`src/rtl/i2cms_pkg.sv`:
```
package i2cms_pkg;

  // largest number of data bytes a transaction may move
  localparam int unsigned MAX_BYTES = 256;

  localparam int unsigned CountW = 9;
  localparam int unsigned CfgIdxW = 2;
  localparam int unsigned CfgDataW = 9;

  // configuration register indexes
  localparam logic [CfgIdxW-1:0] CFG_TARGET_ADDR = 2'd0;
  localparam logic [CfgIdxW-1:0] CFG_WRITE_DIR = 2'd1;
  localparam logic [CfgIdxW-1:0] CFG_BYTE_COUNT = 2'd2;

  // item modes
  localparam logic MODE_BEGIN = 1'b0;
  localparam logic MODE_EVENT = 1'b1;

  // controller status codes, low three bits masked
  localparam logic [7:0] ST_BUS_ERROR = 8'h00;
  localparam logic [7:0] ST_START = 8'h08;
  localparam logic [7:0] ST_RESTART = 8'h10;
  localparam logic [7:0] ST_SLA_W_ACK = 8'h18;
  localparam logic [7:0] ST_SLA_W_NACK = 8'h20;
  localparam logic [7:0] ST_DATA_W_ACK = 8'h28;
  localparam logic [7:0] ST_DATA_W_NACK = 8'h30;
  localparam logic [7:0] ST_ARB_LOST = 8'h38;
  localparam logic [7:0] ST_SLA_R_ACK = 8'h40;
  localparam logic [7:0] ST_SLA_R_NACK = 8'h48;
  localparam logic [7:0] ST_DATA_R_ACK = 8'h50;
  localparam logic [7:0] ST_DATA_R_NACK = 8'h58;
  localparam logic [7:0] ST_SLAVE_LO = 8'h60;
  localparam logic [7:0] ST_SLAVE_HI = 8'hC8;
  localparam logic [7:0] ST_IDLE = 8'hF8;

  // start and auto-ack actions
  localparam logic [1:0] ACT_NONE = 2'd0;
  localparam logic [1:0] ACT_SET = 2'd1;
  localparam logic [1:0] ACT_CLR = 2'd2;

  // error numbers
  localparam logic [2:0] ERR_NONE = 3'd0;
  localparam logic [2:0] ERR_NOT_IDLE = 3'd1;
  localparam logic [2:0] ERR_BUS = 3'd2;
  localparam logic [2:0] ERR_UNSUPPORTED = 3'd3;
  localparam logic [2:0] ERR_UNKNOWN = 3'd4;

  typedef struct packed {
    logic       mode;
    logic [7:0] status_code;
    logic [7:0] rx_byte;
    logic [7:0] tx_byte;
  } in_item_t;

  typedef struct packed {
    logic [1:0]        start_action;
    logic [1:0]        aa_action;
    logic              set_stop;
    logic              load_data;
    logic [7:0]        data_out;
    logic              tx_taken;
    logic              rx_valid;
    logic [7:0]        rx_data;
    logic              ack_seen;
    logic              done_res;
    logic [2:0]        error;
    logic [CountW-1:0] bytes_done;
  } out_item_t;

  typedef struct packed {
    logic [6:0]        target_addr;
    logic              write_dir;
    logic [CountW-1:0] byte_count;
  } cfg_t;

endpackage

```
`src/rtl/i2cms_cfg_regs.sv`:
```
module i2cms_cfg_regs (
  input  logic                          clk,
  input  logic                          rst_n,
  input  logic                          cfg_valid,
  output logic                          cfg_ready,
  input  logic [i2cms_pkg::CfgIdxW-1:0] cfg_index,
  input  logic [i2cms_pkg::CfgDataW-1:0] cfg_data,
  output i2cms_pkg::cfg_t               cfg
);

  i2cms_pkg::cfg_t cfg_r;

  assign cfg_ready = 1'b1;
  assign cfg = cfg_r;

  always_ff @(posedge clk) begin
    if (!rst_n) begin
      cfg_r.target_addr <= 7'd0;
      cfg_r.write_dir <= 1'b1;
      cfg_r.byte_count <= '0;
    end else if (cfg_valid) begin
      case (cfg_index)
        i2cms_pkg::CFG_TARGET_ADDR: cfg_r.target_addr <= cfg_data[6:0];
        i2cms_pkg::CFG_WRITE_DIR:   cfg_r.write_dir <= cfg_data[0];
        i2cms_pkg::CFG_BYTE_COUNT:  cfg_r.byte_count <= cfg_data[i2cms_pkg::CountW-1:0];
        default: ;
      endcase
    end
  end

endmodule

```
`src/rtl/i2cms_in_stage.sv`:
```
module i2cms_in_stage (
  input  logic                clk,
  input  logic                rst_n,
  input  logic                in_valid,
  output logic                in_stall,
  input  i2cms_pkg::in_item_t in_item,
  output logic                item_valid,
  output i2cms_pkg::in_item_t item,
  input  logic                take
);

  logic                valid_r;
  i2cms_pkg::in_item_t item_r;

  // holds a beat while the result register is still full
  assign in_stall = valid_r && !take;
  assign item_valid = valid_r;
  assign item = item_r;

  always_ff @(posedge clk) begin
    if (!rst_n) begin
      valid_r <= 1'b0;
    end else if (!in_stall) begin
      valid_r <= in_valid;
    end
  end

  always_ff @(posedge clk) begin
    if (in_valid && !in_stall) begin
      item_r <= in_item;
    end
  end

endmodule

```
`src/rtl/i2cms_seq.sv`:
```
module i2cms_seq (
  input  logic                 clk,
  input  logic                 rst_n,
  input  logic                 take,
  input  i2cms_pkg::in_item_t  item,
  input  i2cms_pkg::cfg_t      cfg,
  output i2cms_pkg::out_item_t result
);

  localparam int unsigned CW = i2cms_pkg::CountW;

  logic          active_r, active_nxt;
  logic [CW-1:0] idx_r, idx_nxt;
  logic          ack_r, ack_nxt;

  logic [7:0]    code;
  logic [CW-1:0] eff_count;
  logic [CW-1:0] rem;
  logic [CW-1:0] rem_m1;
  logic [CW-1:0] idx_inc;

  assign code = item.status_code & 8'hF8;
  assign eff_count = ({8'd0, cfg.byte_count} > 17'(i2cms_pkg::MAX_BYTES)) ?
                     CW'(i2cms_pkg::MAX_BYTES) : cfg.byte_count;
  assign rem = (eff_count > idx_r) ? eff_count - idx_r : '0;
  assign rem_m1 = rem - 1'b1;
  assign idx_inc = idx_r + 1'b1;

  always_comb begin
    active_nxt = active_r;
    idx_nxt = idx_r;
    ack_nxt = ack_r;
    result = '0;

    if (item.mode == i2cms_pkg::MODE_BEGIN) begin
      active_nxt = 1'b0;
      idx_nxt = '0;
      ack_nxt = 1'b0;
      if (code != i2cms_pkg::ST_IDLE) begin
        result.done_res = 1'b1;
        result.error = i2cms_pkg::ERR_NOT_IDLE;
      end else begin
        active_nxt = 1'b1;
        // index restarts at zero, so the whole count remains
        result.aa_action = (eff_count > CW'(1) && !cfg.write_dir) ?
                           i2cms_pkg::ACT_SET : i2cms_pkg::ACT_CLR;
        result.start_action = i2cms_pkg::ACT_SET;
      end
    end else if (active_r) begin
      case (code)
        i2cms_pkg::ST_BUS_ERROR: begin
          result.done_res = 1'b1;
          result.error = i2cms_pkg::ERR_BUS;
          active_nxt = 1'b0;
        end
        i2cms_pkg::ST_START, i2cms_pkg::ST_RESTART: begin
          result.start_action = i2cms_pkg::ACT_CLR;
          result.load_data = 1'b1;
          result.data_out = {cfg.target_addr, !cfg.write_dir};
        end
        i2cms_pkg::ST_SLA_W_ACK, i2cms_pkg::ST_SLA_W_NACK,
        i2cms_pkg::ST_SLA_R_ACK, i2cms_pkg::ST_SLA_R_NACK: begin
          ack_nxt = (code == i2cms_pkg::ST_SLA_W_ACK) || (code == i2cms_pkg::ST_SLA_R_ACK);
          if (rem != '0 && ack_nxt) begin
            if (cfg.write_dir) begin
              result.load_data = 1'b1;
              result.data_out = item.tx_byte;
              result.tx_taken = 1'b1;
              idx_nxt = idx_inc;
            end else if (rem == CW'(1)) begin
              result.aa_action = i2cms_pkg::ACT_CLR;
            end
          end else begin
            result.set_stop = 1'b1;
          end
        end
        i2cms_pkg::ST_DATA_W_ACK, i2cms_pkg::ST_DATA_W_NACK: begin
          ack_nxt = (code == i2cms_pkg::ST_DATA_W_ACK);
          if (rem != '0 && ack_nxt) begin
            result.load_data = 1'b1;
            result.data_out = item.tx_byte;
            result.tx_taken = 1'b1;
            idx_nxt = idx_inc;
          end else begin
            result.set_stop = 1'b1;
          end
        end
        i2cms_pkg::ST_DATA_R_ACK, i2cms_pkg::ST_DATA_R_NACK: begin
          ack_nxt = (code == i2cms_pkg::ST_DATA_R_ACK);
          if (rem == '0) begin
            // byte beyond the count is dropped
            result.set_stop = 1'b1;
          end else begin
            result.rx_valid = 1'b1;
            result.rx_data = item.rx_byte;
            idx_nxt = idx_inc;
            if (rem_m1 == '0) begin
              result.set_stop = 1'b1;
            end else if (rem_m1 == CW'(1)) begin
              result.aa_action = i2cms_pkg::ACT_CLR;
            end
          end
        end
        i2cms_pkg::ST_IDLE: begin
          result.done_res = 1'b1;
          active_nxt = 1'b0;
        end
        default: begin
          if (code == i2cms_pkg::ST_ARB_LOST ||
              (code >= i2cms_pkg::ST_SLAVE_LO && code <= i2cms_pkg::ST_SLAVE_HI)) begin
            result.error = i2cms_pkg::ERR_UNSUPPORTED;
          end else begin
            result.error = i2cms_pkg::ERR_UNKNOWN;
          end
          result.done_res = 1'b1;
          active_nxt = 1'b0;
        end
      endcase
    end

    result.ack_seen = ack_nxt;
    result.bytes_done = idx_nxt;
  end

  always_ff @(posedge clk) begin
    if (!rst_n) begin
      active_r <= 1'b0;
      idx_r <= '0;
      ack_r <= 1'b0;
    end else if (take) begin
      active_r <= active_nxt;
      idx_r <= idx_nxt;
      ack_r <= ack_nxt;
    end
  end

endmodule

```
`src/rtl/i2cms_out_stage.sv`:
```
module i2cms_out_stage (
  input  logic                 clk,
  input  logic                 rst_n,
  input  logic                 src_valid,
  input  i2cms_pkg::out_item_t result,
  output logic                 take,
  output logic                 out_valid,
  input  logic                 out_stall,
  output i2cms_pkg::out_item_t out_item
);

  logic                 valid_r;
  i2cms_pkg::out_item_t item_r;

  // register is free when empty or its beat leaves this cycle
  assign take = src_valid && (!valid_r || !out_stall);
  assign out_valid = valid_r;
  assign out_item = item_r;

  always_ff @(posedge clk) begin
    if (!rst_n) begin
      valid_r <= 1'b0;
    end else if (take) begin
      valid_r <= 1'b1;
    end else if (!out_stall) begin
      valid_r <= 1'b0;
    end
  end

  always_ff @(posedge clk) begin
    if (take) begin
      item_r <= result;
    end
  end

endmodule

```
`src/rtl/i2c_master_status_sequencer_top.sv`:
```
// I2C master sequencer answering byte-oriented controller status codes.
// Input channel (in_valid / in_stall / in_item): a begin beat (mode 0) checks
// for bus idle and requests a start; an event beat (mode 1) answers one
// status code read after an interrupt. Each input beat yields exactly one
// result beat on out_valid / out_stall / out_item, in order.
// Configuration (cfg_valid / cfg_ready / cfg_index / cfg_data) sets the
// slave address, direction and byte count; cfg_ready is always high and
// writes belong between transactions while the block is empty.
// An input beat passes through the input register, the status decode and
// the result register. One beat per cycle is sustained while the receiver
// does not stall; the decode reads and updates the transaction state as each beat is taken.
// When the receiver stalls, the result register holds and the input
// register still takes one more beat; in_stall rises only when both are full.
// Synchronous reset clears both registers, the transaction state and the
// configuration (address 0, write direction, byte count 0).
module i2c_master_status_sequencer_top (
  input  logic                           clk,
  input  logic                           rst_n,
  input  logic                           in_valid,
  output logic                           in_stall,
  input  i2cms_pkg::in_item_t            in_item,
  output logic                           out_valid,
  input  logic                           out_stall,
  output i2cms_pkg::out_item_t           out_item,
  input  logic                           cfg_valid,
  output logic                           cfg_ready,
  input  logic [i2cms_pkg::CfgIdxW-1:0]  cfg_index,
  input  logic [i2cms_pkg::CfgDataW-1:0] cfg_data
);

  i2cms_pkg::cfg_t      cfg;
  i2cms_pkg::in_item_t  item;
  i2cms_pkg::out_item_t result;
  logic                 item_valid;
  logic                 take;

  i2cms_cfg_regs u_cfg (
    .clk       (clk),
    .rst_n     (rst_n),
    .cfg_valid (cfg_valid),
    .cfg_ready (cfg_ready),
    .cfg_index (cfg_index),
    .cfg_data  (cfg_data),
    .cfg       (cfg)
  );

  i2cms_in_stage u_in (
    .clk        (clk),
    .rst_n      (rst_n),
    .in_valid   (in_valid),
    .in_stall   (in_stall),
    .in_item    (in_item),
    .item_valid (item_valid),
    .item       (item),
    .take       (take)
  );

  i2cms_seq u_seq (
    .clk    (clk),
    .rst_n  (rst_n),
    .take   (take),
    .item   (item),
    .cfg    (cfg),
    .result (result)
  );

  i2cms_out_stage u_out (
    .clk       (clk),
    .rst_n     (rst_n),
    .src_valid (item_valid),
    .result    (result),
    .take      (take),
    .out_valid (out_valid),
    .out_stall (out_stall),
    .out_item  (out_item)
  );

endmodule

```
`config.mk`:
```
export PLATFORM = sky130hd
export DESIGN_NAME = i2c_master_status_sequencer_top
export DESIGN_NICKNAME = d
export VERILOG_FILES = /design/src/rtl/i2cms_pkg.sv /design/src/rtl/i2cms_cfg_regs.sv /design/src/rtl/i2cms_in_stage.sv /design/src/rtl/i2cms_seq.sv /design/src/rtl/i2cms_out_stage.sv /design/src/rtl/i2c_master_status_sequencer_top.sv
export SDC_FILE = /design/constraint.sdc
export NUM_CORES = 1
export LEC_CHECK = 0
export ABC_AREA = 1
export BUFFER_PORTS_ARGS = -buffer_cell sky130_fd_sc_hd__buf_2
export CORE_UTILIZATION = 52
export CTS_BUF_LIST = sky130_fd_sc_hd__clkbuf_4 sky130_fd_sc_hd__clkbuf_8 sky130_fd_sc_hd__clkbuf_16
export DETAILED_ROUTE_END_ITERATION = 8
export PLACE_DENSITY = 0.77
export RECOVER_POWER = 100
export SLEW_MARGIN = 10
export SYNTH_ARGS = -nofsm -noshare
export SYNTH_HDL_FRONTEND = slang
export SYNTH_HIERARCHICAL = 1
export SYNTH_SLANG_ARGS = --single-unit
```
`constraint.sdc`:
```
create_clock -name clk -period 4.35 [get_ports clk]
set_clock_uncertainty 0.1 [all_clocks]
set_input_delay 0 -clock clk [delete_from_list [all_inputs] [get_ports clk]]
set_output_delay 0 -clock clk [all_outputs]
set_load 0.01 [all_outputs]
```
# After elaboration in Yosys (flattened, before gate mapping)
# Cells that the tools add are included.
# word_totals
output_inout_bits,41
inputBits,41
word_cells,133
ff_bits,93
# op_classes
add_sub_neg,3
muxes,48
eq_ne,18
bitwise,3
n_reduce_logical,32
order_cmp,5
# op_table
op,count
$mux W9,10
$pmux W9 S3,2
$mux W10,3
$mux W24,1
$eq A5 B3 Y1 const B,4
$eq A5 B4 Y1 const B,4
$eq A9 B1 Y1 const B,2
$logic_not A9 Y1,2
$mux W2,8
$mux W4,4
$mux W1,13
$reduce_or A11 Y1,1
$eq A5 B2 Y1 const B,2
$reduce_or A10 Y1,1
$add A9 B1 Y9 const B,1
$gt A9 B1 Y1 const B,1
$gt A9 B9 Y1,1
$gt A9 B9 Y1 const B,1
$reduce_bool A9 Y1,1
$sub A9 B1 Y9 const B,1
$sub A9 B9 Y9,1
$ge A8 B7 Y1 const B,1
$le A8 B8 Y1 const B,1
$logic_not A8 Y1,1
20 further kinds,42

# Depth between registers and ports, before layout
# Gate-level depths: netlist (run 1).
# depth
depth_word,12
ltp_mapped,23
depth_no_buf,23

# Hierarchy
# Netlist (run 1), hierarchy kept.
# modules_own_cells
module,seq_area_each_um2,cells_per_inst,area_each_um2,instances
i2cms_seq,220.2,429,2391.0,1
i2cms_out_stage,1161.1,44,1186.1,1
i2cms_in_stage,770.7,33,800.8,1
i2cms_cfg_regs,340.3,113,762.0,1

# Worst setup path after synthesis (run 1)
# OpenSTA, ideal clock, no wires.
# synth_path
kind,reg-to-reg
from,"reg u_in.valid_r, in the netlist u_in/item_valid"
to,"reg u_in.item_r, in the netlist u_in/item[0], enable pin"
t_arrival_ns,3.870
required_time_ns,3.843
n_path_buf,0
setup_ns,0.407
path_stages_with_launch,7
period_less_slack_ns,4.377
setup_slack_ns,-0.027
path_cell_list,dfxtp_1 inv_1 a21oi_1 inv_1 nand2_2 inv_2 nor2_1
# synth_via
elab_chain_len,5
# synth_lines
item,line_no,rtl
from (decl),i2cms_in_stage.sv:12,logic valid_r;
from (signal assigned),i2cms_in_stage.sv:24,valid_r <= in_valid;
$logic_and A1 B1 Y1,i2cms_out_stage.sv:16,assign take = src_valid && (!valid_r || !out_stall);
via take,i2c_master_status_sequencer_top.sv:35,logic take;
$logic_not A1 Y1,i2cms_in_stage.sv:16,assign in_stall = valid_r && !take;
$logic_and A1 B1 Y1,i2cms_in_stage.sv:16,
via in_stall,i2c_master_status_sequencer_top.sv:20,"output logic in_stall,"
$logic_not A1 Y1,n/a,
$logic_and A1 B1 Y1,i2cms_in_stage.sv:29,if (in_valid && !in_stall) begin
to (signal assigned),i2cms_in_stage.sv:30,item_r <= in_item;
to (decl),i2cms_in_stage.sv:13,i2cms_pkg::in_item_t item_r;
# The timed path passes the listed nets, and every way through them passes these cells.
# A chain may end at the register's enable or synchronous reset.

==> metrics.txt, run 1 <==
Root Driver=clkbuf_8; final period utilization=82.5%; Total Wirelength=10900 microns; Sink Count=90; RR Startpoint=u_cfg/cfg[0]$_SDFFE_PN0P_; Pre-Repair DR Iteration Count=4; vias in the first global route=4019; Slew Limit Fails=23; largest net degree at the start of global routing=61; Syn Nets=668; Finished Cell Area=5970 sq um; Filler cells=820; Finish-stage setup viols=0; Routed WL per cell=12.7 microns; IO Port Bufs=77; r2r setup slk=760 ps; CP endpoint kind=flop; Row Count=35; CP cell instances=nor2_1 -> nand3_1 -> o21ai_0 -> inv_1 -> nor2_1 -> ha_1 -> nand2_1 -> nand2_1 -> a21oi_1 -> nand3_2 -> nand3_1 -> nand2_1 -> nor2_1 -> nand3_1 -> nand3_4 -> nand2_4 -> a21oi_1 -> nand2_1 -> nand2_1 -> inv_1; area of the multi-input gates=1960 sq um; Die W=101 microns; Vias=4239; grt ovf=0; final core utilization=64.1%; NumNets Final=783; global-route wire length before repair=18100 microns; DRT antenna net count=0; Max VDD drop=0.219 mV; status=complete, but fails checks; clk_lat worst skew=360 ps; RSZ-0062 raised after global routing=no; cells after synthesis=616; min-delay worst type=in -> reg; R2R cell count=20; GP Congestion=0.917; Via density=4.90; Max-slew headroom=-29.1%; Core Area=9330 sq um; Reg area=2400 sq um; Fmax=0.279 GHz; Die ar.=10100 sq um; Post-Syn Area=5050 sq um; Placed Area=5530 sq um; die height=101 microns; DR iter-0 viols=191; # H-tree levels=3; clock period minus worst slack=3590 ps; Hold Vio Cnt, Final=0; share of layout cells above drive strength 1=12.5%; most frequent CP cell=nand2_1; Yosys Warn Count=6; hold path cells=3; antenna violations before repair=0; # Post-CTS Setup Buffers=0; total of max-cap violations=1; detailed-route DRC error count=0; CTS Buffer Depth=2; syn_area_per_cell=8.20 sq um; TritonCTS clock tree=done; diodes inserted=0; initial core utilization=54.1%; gr usage total=22.8%; worst path buffer plus inverter count=2; Power Density=343 nW/um^2; startpoint types=flop; R2R Path End=u_out/out_item[8]$_DFFE_PP_; CP max stage delay=340 ps; HPWL Detailed=7320 microns; Final TNS setup=0 ps; failing checks=capacitance limit, slew limit; leakage=2.81 nW; clock transition at the registers of the reported paths=100 ps; Layout area overhead=18.3%; Hold Slack=34.9 ps; Worst Hold End=u_cfg/cfg[16]$_SDFFE_PN0P_; crit-path max FO=9; worst-margin pin slew=1930 ps; I/O pins=82; hold_sp=rst_n; Crit Path Class=reg -> reg; critical path's top delay family=simple AND/OR/NAND/NOR gates; total CTS buffers=9; Tot Pwr=2.05 mW; Worst EP arrival=3610 ps; critical path's slowest cell=dfxtp_1; Worst Path Required=4370 ps
[flip-flops by register name, summed over array words and instances, names as in the netlist]
signal	flops
u_out/out_item	38
u_in/item	22
u_cfg/cfg	17
u_seq/idx_r	9
u_in/item_valid	1
u_out/out_valid	1
u_seq/ack_r	1
u_seq/active_r	1
[power by group]
group	internal (mW)	switching [mW]	total, mW	leakage, nW
sequential	0.963	0.0294	0.992	0.844
combinational	0.167	0.297	0.463	1.87
clock	0.279	0.315	0.594	0.0984
[tightest hold or removal path: cells and delay by family]
kind | cells | cell delay [ps]
buffers and inverters | 1 | 280
AND/OR/NAND/NOR | 2 | 170
[timing repair]
action,4_1_cts,5_1_grt
gates resized for setup,0,0
endpoints found under the hold margin,41,0
hold buffers,39,0
[final cells by class]
class	instances	share of cell area, %
inverter	136	8.63
clock buffer	10	2.20
tap	129	2.70
timing repair buffer	118	12.3
sequential	90	40.2
multi-input combinational	376	32.7
clock inverter	6	1.24
[metrics by stage]
stage	worst slack (ps)	cells
6_report	762	865
5_1_grt	361	865
4_1_cts	1040	865
3_5_place_dp	1070	810
3_3_place_gp	1150	810
2_1_floorplan	104	616
[placed cells by master (no fill, tap or decap), types with 3 or more instances in the layout]
cell,instances
clkbuf_1,43
nor2_1,74
dlygate4sd3_1,39
nand4_1,5
nor2_2,5
nand3_1,32
nand2_2,3
buf_2,35
o21ai_0,31
nor3_1,10
a21oi_2,11
edfxtp_1,60
ha_1,10
a31oi_1,4
inv_2,8
dfxtp_1,30
nand3_2,3
inv_1,127
xor2_1,9
clkbuf_8,9
a21oi_1,27
nand2_4,3
nand2_1,120
o2bb2ai_1,8
[layer usage]
| layer | GRT usage (%) | routed length, microns |
|---|---|---|
| met2 | 41.3 | 5540 |
| met3 | 2.98 | 484 |
| met4 | 7.69 | 116 |
| met5 | 0 | 0 |
| met1 | 27.9 | 4810 |
[how the worst max path moves through the flow]
stage / startpoint / to / slack, ps / cells after the start
after detailed placement: u_cfg/cfg[0]$_SDFFE_PN0P_ / u_out/out_item[8]$_DFFE_PP_ / 1070 / 20
after global routing: u_cfg/cfg[0]$_SDFFE_PN0P_ / u_out/out_item[2]$_DFFE_PP_ / 360 / 22
final: u_cfg/cfg[0]$_SDFFE_PN0P_ / u_out/out_item[8]$_DFFE_PP_ / 760 / 20
after global placement: u_cfg/cfg[0]$_SDFFE_PN0P_ / u_out/out_item[3]$_DFFE_PP_ / 1150 / 20
after floorplan: u_in/item_valid$_SDFFE_PN0N_ / u_in/item[0]$_DFFE_PP_ / 100 / 6
after CTS: u_cfg/cfg[0]$_SDFFE_PN0P_ / u_out/out_item[8]$_DFFE_PP_ / 1040 / 22
No activity file was read; power rests on OpenSTA's default activity.
==> inputs of run 2 (changes only) <==
ABC_AREA = 0   (was 1)
CORE_UTILIZATION = 50   (was 52)
PLACE_DENSITY = 0.76   (was 0.77)
clock period = 3.2 ns   (was 4.35 ns; I/O delays follow)
==> run 2 against run 1 <==
  * Combinational power fell by 26%
  * Largest power group unchanged
  * The flow now finishes without violations
  * Critical path depth is 7 lower
  * Critical endpoint is now u_out/out_item[33]$_DFFE_PP_
  * Global-route usage fell by 1.8 points
==> metrics.txt, run 2 <==
Gate power share=14.1% (-8.5 points); Crit Path Class=reg -> reg; total CTS buffers=9 (unchanged); clock transition at the registers of the reported paths=100 ps (about the same); Pre-Repair DR Iteration Count=5 (+1); Yosys Warn Count=6 (unchanged); CP max stage delay=400 ps (+60 ps); gr usage total=20.9% (-1.8 points); RSZ-0062 raised after global routing=yes; Post-Place Cells=601 (-26%); Reg power frac=54.4% (+6.0 points); Layout area overhead=28.2%; Hold Vio Cnt, Final=0 (unchanged); Die W=96.5 microns (-4.0%); Finished Cell Area=5720 sq um (-4.2%); min-delay worst type=in -> reg; Filler cells=685 (-16%); Sink Count=90 (unchanged); Placed Area=5070 sq um (-8.4%); initial core utilization=51.4% (-2.7 points); CTS Buffer Depth=2 (unchanged); I/O pins=82 (unchanged); antenna violations before repair=0 (unchanged); TritonCTS clock tree=done; Max VDD drop=0.345 mV (+58%); final period utilization=97.6% (+15 points); final core utilization=65.9% (+1.9 points); Root Driver=clkbuf_8; Hold Slack=90.9 ps (+56.0 ps); clk_lat worst skew=360 ps (about the same); Via density=5.50 (+12%); Sw Pwr=0.656 mW (+2.3%); detailed-route DRC error count=0 (unchanged); GP Congestion=0.848 (-7.5%); HPWL Detailed=6340 microns (-13%); share of layout cells above drive strength 1=26.4% (+14 points); Power Density=424 nW/um^2 (+24%); status=completed; cells after synthesis=413 (-33%); die height=96.5 microns (-4.0%); Die ar.=9310 sq um (-7.9%); Worst EP arrival=3240 ps (-370 ps); # H-tree levels=3 (unchanged); most frequent cells in the layout=75 x buf_2, 60 x edfxtp_1, 47 x nand2_1; startpoint types=flop; Total Wirelength=9810 microns (-10%); Max-slew headroom=55.4% (+84 points); area of the multi-input gates=1990 sq um (+1.7%); Cell Int Power=1.77 mW (+26%); crit-path max FO=8 (-1); Worst Path Required=3320 ps (-1050 ps); syn_area_per_cell=10.8 sq um (+32%); Reg area=2410 sq um (+0.16%); critical path's slowest cell=fa_2; global-route wire length before repair=14800 microns (-18%); largest net degree at the start of global routing=51 (-16%); Clk pwr share=31.5% (+2.5 points); worst-margin pin slew=664 ps (-1270 ps); Core Area=8680 sq um (-7.0%); leakage=2.26 nW (-20%); Fmax=0.320 GHz (+15%); total of max-cap violations=0 (-1); Finish-stage setup viols=0 (unchanged); Row Count=34 (-2.9%); DRT antenna net count=0 (unchanged); IO Port Bufs=77 (unchanged); clock period minus worst slack=3120 ps (-464 ps); Slew Limit Fails=0 (-100%); fin cells=654 (-24%); CP endpoint kind=flop; Tot Pwr=2.43 mW (+19%); vias in the first global route=3214 (-20%); CP cell instances=nand2b_4 -> ha_4 -> inv_2 -> fa_2 -> a21o_1 -> a21oi_2 -> xor2_1 -> nand4b_1 -> nor4_2 -> buf_4 -> o311ai_2 -> a211oi_1 -> o311a_1; max reg flops=38 (unchanged); diodes inserted=0 (unchanged); switching share of total power=27.0% (-4.3 points); Vias=3598 (-15%); Post-Syn Area=4460 sq um (-12%); Syn Nets=465 (-30%); Routed WL per cell=15.0 microns (+19%); most common cell after layout, fill and taps aside=buf_2; NumNets Final=593 (-24%); grt ovf=0 (unchanged); DR iter-0 viols=205 (+7.3%)
[run 2: final timing paths]
kind / from / to / slack (ps) / cells past startpoint
setup reg to reg: u_cfg/cfg[8]$_SDFFE_PN0P_ / u_out/out_item[33]$_DFFE_PP_ / 80 / 13
hold reg to reg: u_cfg/cfg[11]$_SDFFE_PN0P_ / u_cfg/cfg[11]$_SDFFE_PN0P_ / 370 / 2
setup / recovery: u_cfg/cfg[8]$_SDFFE_PN0P_ / u_out/out_item[33]$_DFFE_PP_ / 80 / 13
hold / removal: rst_n / u_cfg/cfg[8]$_SDFFE_PN0P_ / 90 / 3
[run 2: area by class of cell]
class | count | area share [%]
Clock buffer | 10 | 2.40
Clock inverter | 6 | 0.984
Inverter | 18 | 1.18
Multi-Input combinational cell | 284 | 34.8
Sequential cell | 90 | 42.0
Tap cell | 108 | 2.36
Timing Repair Buffer | 138 | 16.3
[run 2: critical path, delay by kind of cell (launching register included)]
family                   cells  cell delay (ps)
AO/OA/AOI/OAI                5             1010
XOR/XNOR                     1              190
adder cells (fa/ha/maj)      2              530
buffers and inverters        2              250
flip-flops                   1              380
AND/OR/NAND/NOR              3              510
[run 2: per-stage QoR]
stage	setup TNS, ps	setup slack [ps]
after floorplan	0	14.1
after global placement	0	19.6
after detailed placement	-747	-70.5
after CTS	-1.73	-1.73
after global routing	-177	-64.0
final	0	76.6
[run 2: power by group through the flow]
| stage | logic [mW] | clock network (mW) | registers, mW |
|---|---|---|---|
| 2_1_floorplan | 0.173 | 0 | 1.35 |
| 3_3_place_gp | 0.273 | 0 | 1.35 |
| 3_5_place_dp | 0.278 | 0 | 1.35 |
| 4_1_cts | 0.320 | 0.774 | 1.32 |
| 5_1_grt | 0.371 | 0.816 | 1.33 |
| 6_report | 0.343 | 0.765 | 1.32 |
[run 2: per-layer routing]
metal  GRT usage, %  up-vias  share of wire, %
met4           6.86        0               2.1
met2           35.0      132                50
met1           27.1     1680                42
li1               -     1767                 -
met5              0        -                 0
met3           4.46       19               5.9
[run 2: timing repair]
action | CTS | global route
setup endpoints to repair | 22 | 26
pin swaps | 0 | 12
hold endpoints to repair | 41 | 0
hold buffers | 36 | 0
buffers inserted | 1 | 1
gates resized for setup | 3 | 19
==> inputs of run 3 (changes only) <==
CORE_UTILIZATION = 60   (was 50)
PLACE_DENSITY = 0.85   (was 0.76)
clock period = 4.05 ns   (was 3.2 ns; I/O delays follow)
==> run 3 against run 2 <==
  * The run now ends with capacitance limit, slew limit left
  * Sequential share of layout area is 2.7 points higher
  * Count of clock-buffer cells in the layout is 1 lower
  * Clock power is 25% lower
  * Register-to-register slack better by 210 ps
  * Power is 24% lower
  * Cell count is 4.7% lower
  * Non-clock buffer count is 22 lower
  * First-iteration DRC count is 35% higher
  * Critical endpoint is now u_out/out_item[25]$_DFFE_PP_
==> metrics.txt, run 3 (synthesized netlist as in run 2, its figures left out) <==
status=complete, but fails checks; failing checks=capacitance limit, slew limit; grt ovf=0 (unchanged); HPWL Detailed=6050 microns (-4.6%); leakage=1.99 nW (-12%); detailed-route DRC error count=0 (unchanged); min-delay worst type=in -> reg; Sink Count=90 (unchanged); Die ar.=7790 sq um (-16%); Vias=3590 (-0.22%); max reg flops=38 (unchanged); IO Port Bufs=77 (unchanged); r2r setup slk=290 ps (+210 ps); Row Count=31 (-8.8%); clock transition at the registers of the reported paths=100 ps (about the same); Max VDD drop=0.233 mV (-33%); Layout area overhead=20.2%; GP Congestion=0.822 (-3.0%); Routed WL per cell=15.7 microns (+4.9%); vias in the first global route=3136 (-2.4%); critical path's slowest cell=dfxtp_1; Hold Slack=89.9 ps (-1.01 ps); Worst EP arrival=3880 ps (+640 ps); final period utilization=92.9% (-4.7 points); CP cell instances=nand2b_1 -> ha_1 -> inv_1 -> fa_1 -> a21o_1 -> a41oi_1 -> nand2_1 -> xor2_1 -> nor4_2 -> buf_4 -> a2111o_1 -> nor2_1 -> a22o_1; Worst Path Required=4170 ps (+850 ps); Root Driver=clkbuf_8; Hold Vio Cnt, Final=0 (unchanged); DRT antenna net count=0 (unchanged); Via density=5.76 (+4.7%); worst-margin pin slew=2490 ps (+1820 ps); clock period minus worst slack=3760 ps (+639 ps); Die W=88.2 microns (-8.5%); Slew Limit Fails=75 (+75); RSZ-0062 raised after global routing=no; most common cell after layout, fill and taps aside=edfxtp_1; Total Wirelength=9800 microns (about the same); CTS Buffer Depth=2 (unchanged); largest net degree at the start of global routing=52 (+2.0%); die height=88.2 microns (-8.5%); I/O pins=82 (unchanged); Crit Path Class=reg -> reg; Fmax=0.266 GHz (-17%); gr usage total=25.5% (+4.5 points); crit-path max FO=14 (+6); diodes inserted=0 (unchanged); Core Area=7210 sq um (-17%); total of max-cap violations=2 (+2); Filler cells=516 (-25%); CP endpoint kind=flop; antenna violations before repair=0 (unchanged); Power Density=346 nW/um^2 (-19%); startpoint types=flop; share of layout cells above drive strength 1=11.1% (-15 points); Finish-stage setup viols=0 (unchanged); most frequent cells in the layout=60 x edfxtp_1, 47 x nand2_1, 42 x clkbuf_1; Final TNS setup=0 ps (unchanged); NumNets Final=571 (-3.7%); global-route wire length before repair=14900 microns (+1.0%); TritonCTS clock tree=done; Resized Gates After CTS=0 (-3); Pre-Repair DR Iteration Count=5 (unchanged); Max-slew headroom=-65.8% (-120 points); total CTS buffers=9 (unchanged); DR iter-0 viols=276 (+35%); CP max stage delay=550 ps (+150 ps); clk_lat worst skew=360 ps (about the same); # H-tree levels=3 (unchanged); initial core utilization=61.9% (+10 points)
==> run 3: cell types whose count changed in the layout (fill, tap and decap cells not counted), moves of 3 or more <==
| cell | delta |
|---|---|
| and2_0 | +10 |
| buf_2 | -39 |
| clkbuf_1 | +40 |
| buf_4 | -23 |
| and2_1 | -10 |
| ha_1 | +3 |
==> run 3: worst paths after layout <==
check	from	to	depth (start not counted)
worst max-delay path	u_cfg/cfg[8]$_SDFFE_PN0P_	u_out/out_item[25]$_DFFE_PP_	13
worst min-delay path	rst_n	u_seq/idx_r[6]$_SDFFE_PN0P_	2
worst max register to register	u_cfg/cfg[8]$_SDFFE_PN0P_	u_out/out_item[25]$_DFFE_PP_	13
worst min register to register	u_cfg/cfg[0]$_SDFFE_PN0P_	u_cfg/cfg[0]$_SDFFE_PN0P_	2
==> run 3: through the flow <==
step | worst slack, ps | power (mW) | instance area, sq um | util, % | std cells
floorplan | 736 | 1.20 | 4470 | - | 413
global placement | 545 | 1.26 | 4890 | 67.8 | 570
detailed placement | 430 | 1.27 | 4890 | 67.8 | 570
CTS | 393 | 1.85 | 5440 | 75.4 | 623
global route | 28.6 | 1.92 | 5370 | 74.4 | 623
finish | 288 | 1.85 | 5370 | 74.4 | 623
==> run 3: layer usage <==
| layer | wire (microns) | track usage [%] | vias up |
|---|---|---|---|
| li1 | - | - | 1724 |
| met5 | 0 | 0 | - |
| met4 | 310 | 12.9 | 0 |
| met2 | 4870 | 43.6 | 173 |
| met3 | 582 | 4.38 | 33 |
| met1 | 4040 | 31.1 | 1660 |
==> run 3: area by class of cell <==
| cell class | count | area (sq um) | share of cell area [%] |
|---|---|---|---|
| Multi-Input combinational cell | 284 | 1870 | 34.9 |
| Clock buffer | 9 | 124 | 2.31 |
| Inverter | 18 | 67.6 | 1.26 |
| Clock inverter | 7 | 58.8 | 1.10 |
| Timing Repair Buffer | 116 | 716 | 13.3 |
| Tap cell | 99 | 124 | 2.31 |
| Sequential cell | 90 | 2400 | 44.8 |
==> run 3: repair_timing <==
item	4_1_cts	5_1_grt
buffers inserted	0	0
hold buffers	37	0
endpoints found under the hold margin	41	0
==> run 3: critical path: cells and delay by family (launching register included) <==
| family | cells | cell delay, ps |
|---|---|---|
| AND/OR/NAND/NOR | 4 | 820 |
| AO/OA/AOI/OAI | 4 | 1100 |
| adder cells (fa/ha/maj) | 2 | 610 |
| buffers and inverters | 2 | 250 |
| XOR/XNOR | 1 | 210 |
| flip-flops | 1 | 550 |
==> run 3: power breakdown <==
part / leakage, nW / internal, mW / switching, mW
sequential: 0.823 / 1.02 / 0.0285
combinational: 1.08 / 0.0978 / 0.129
clock: 0.0877 / 0.234 / 0.341
total: 1.99 / 1.36 / 0.499
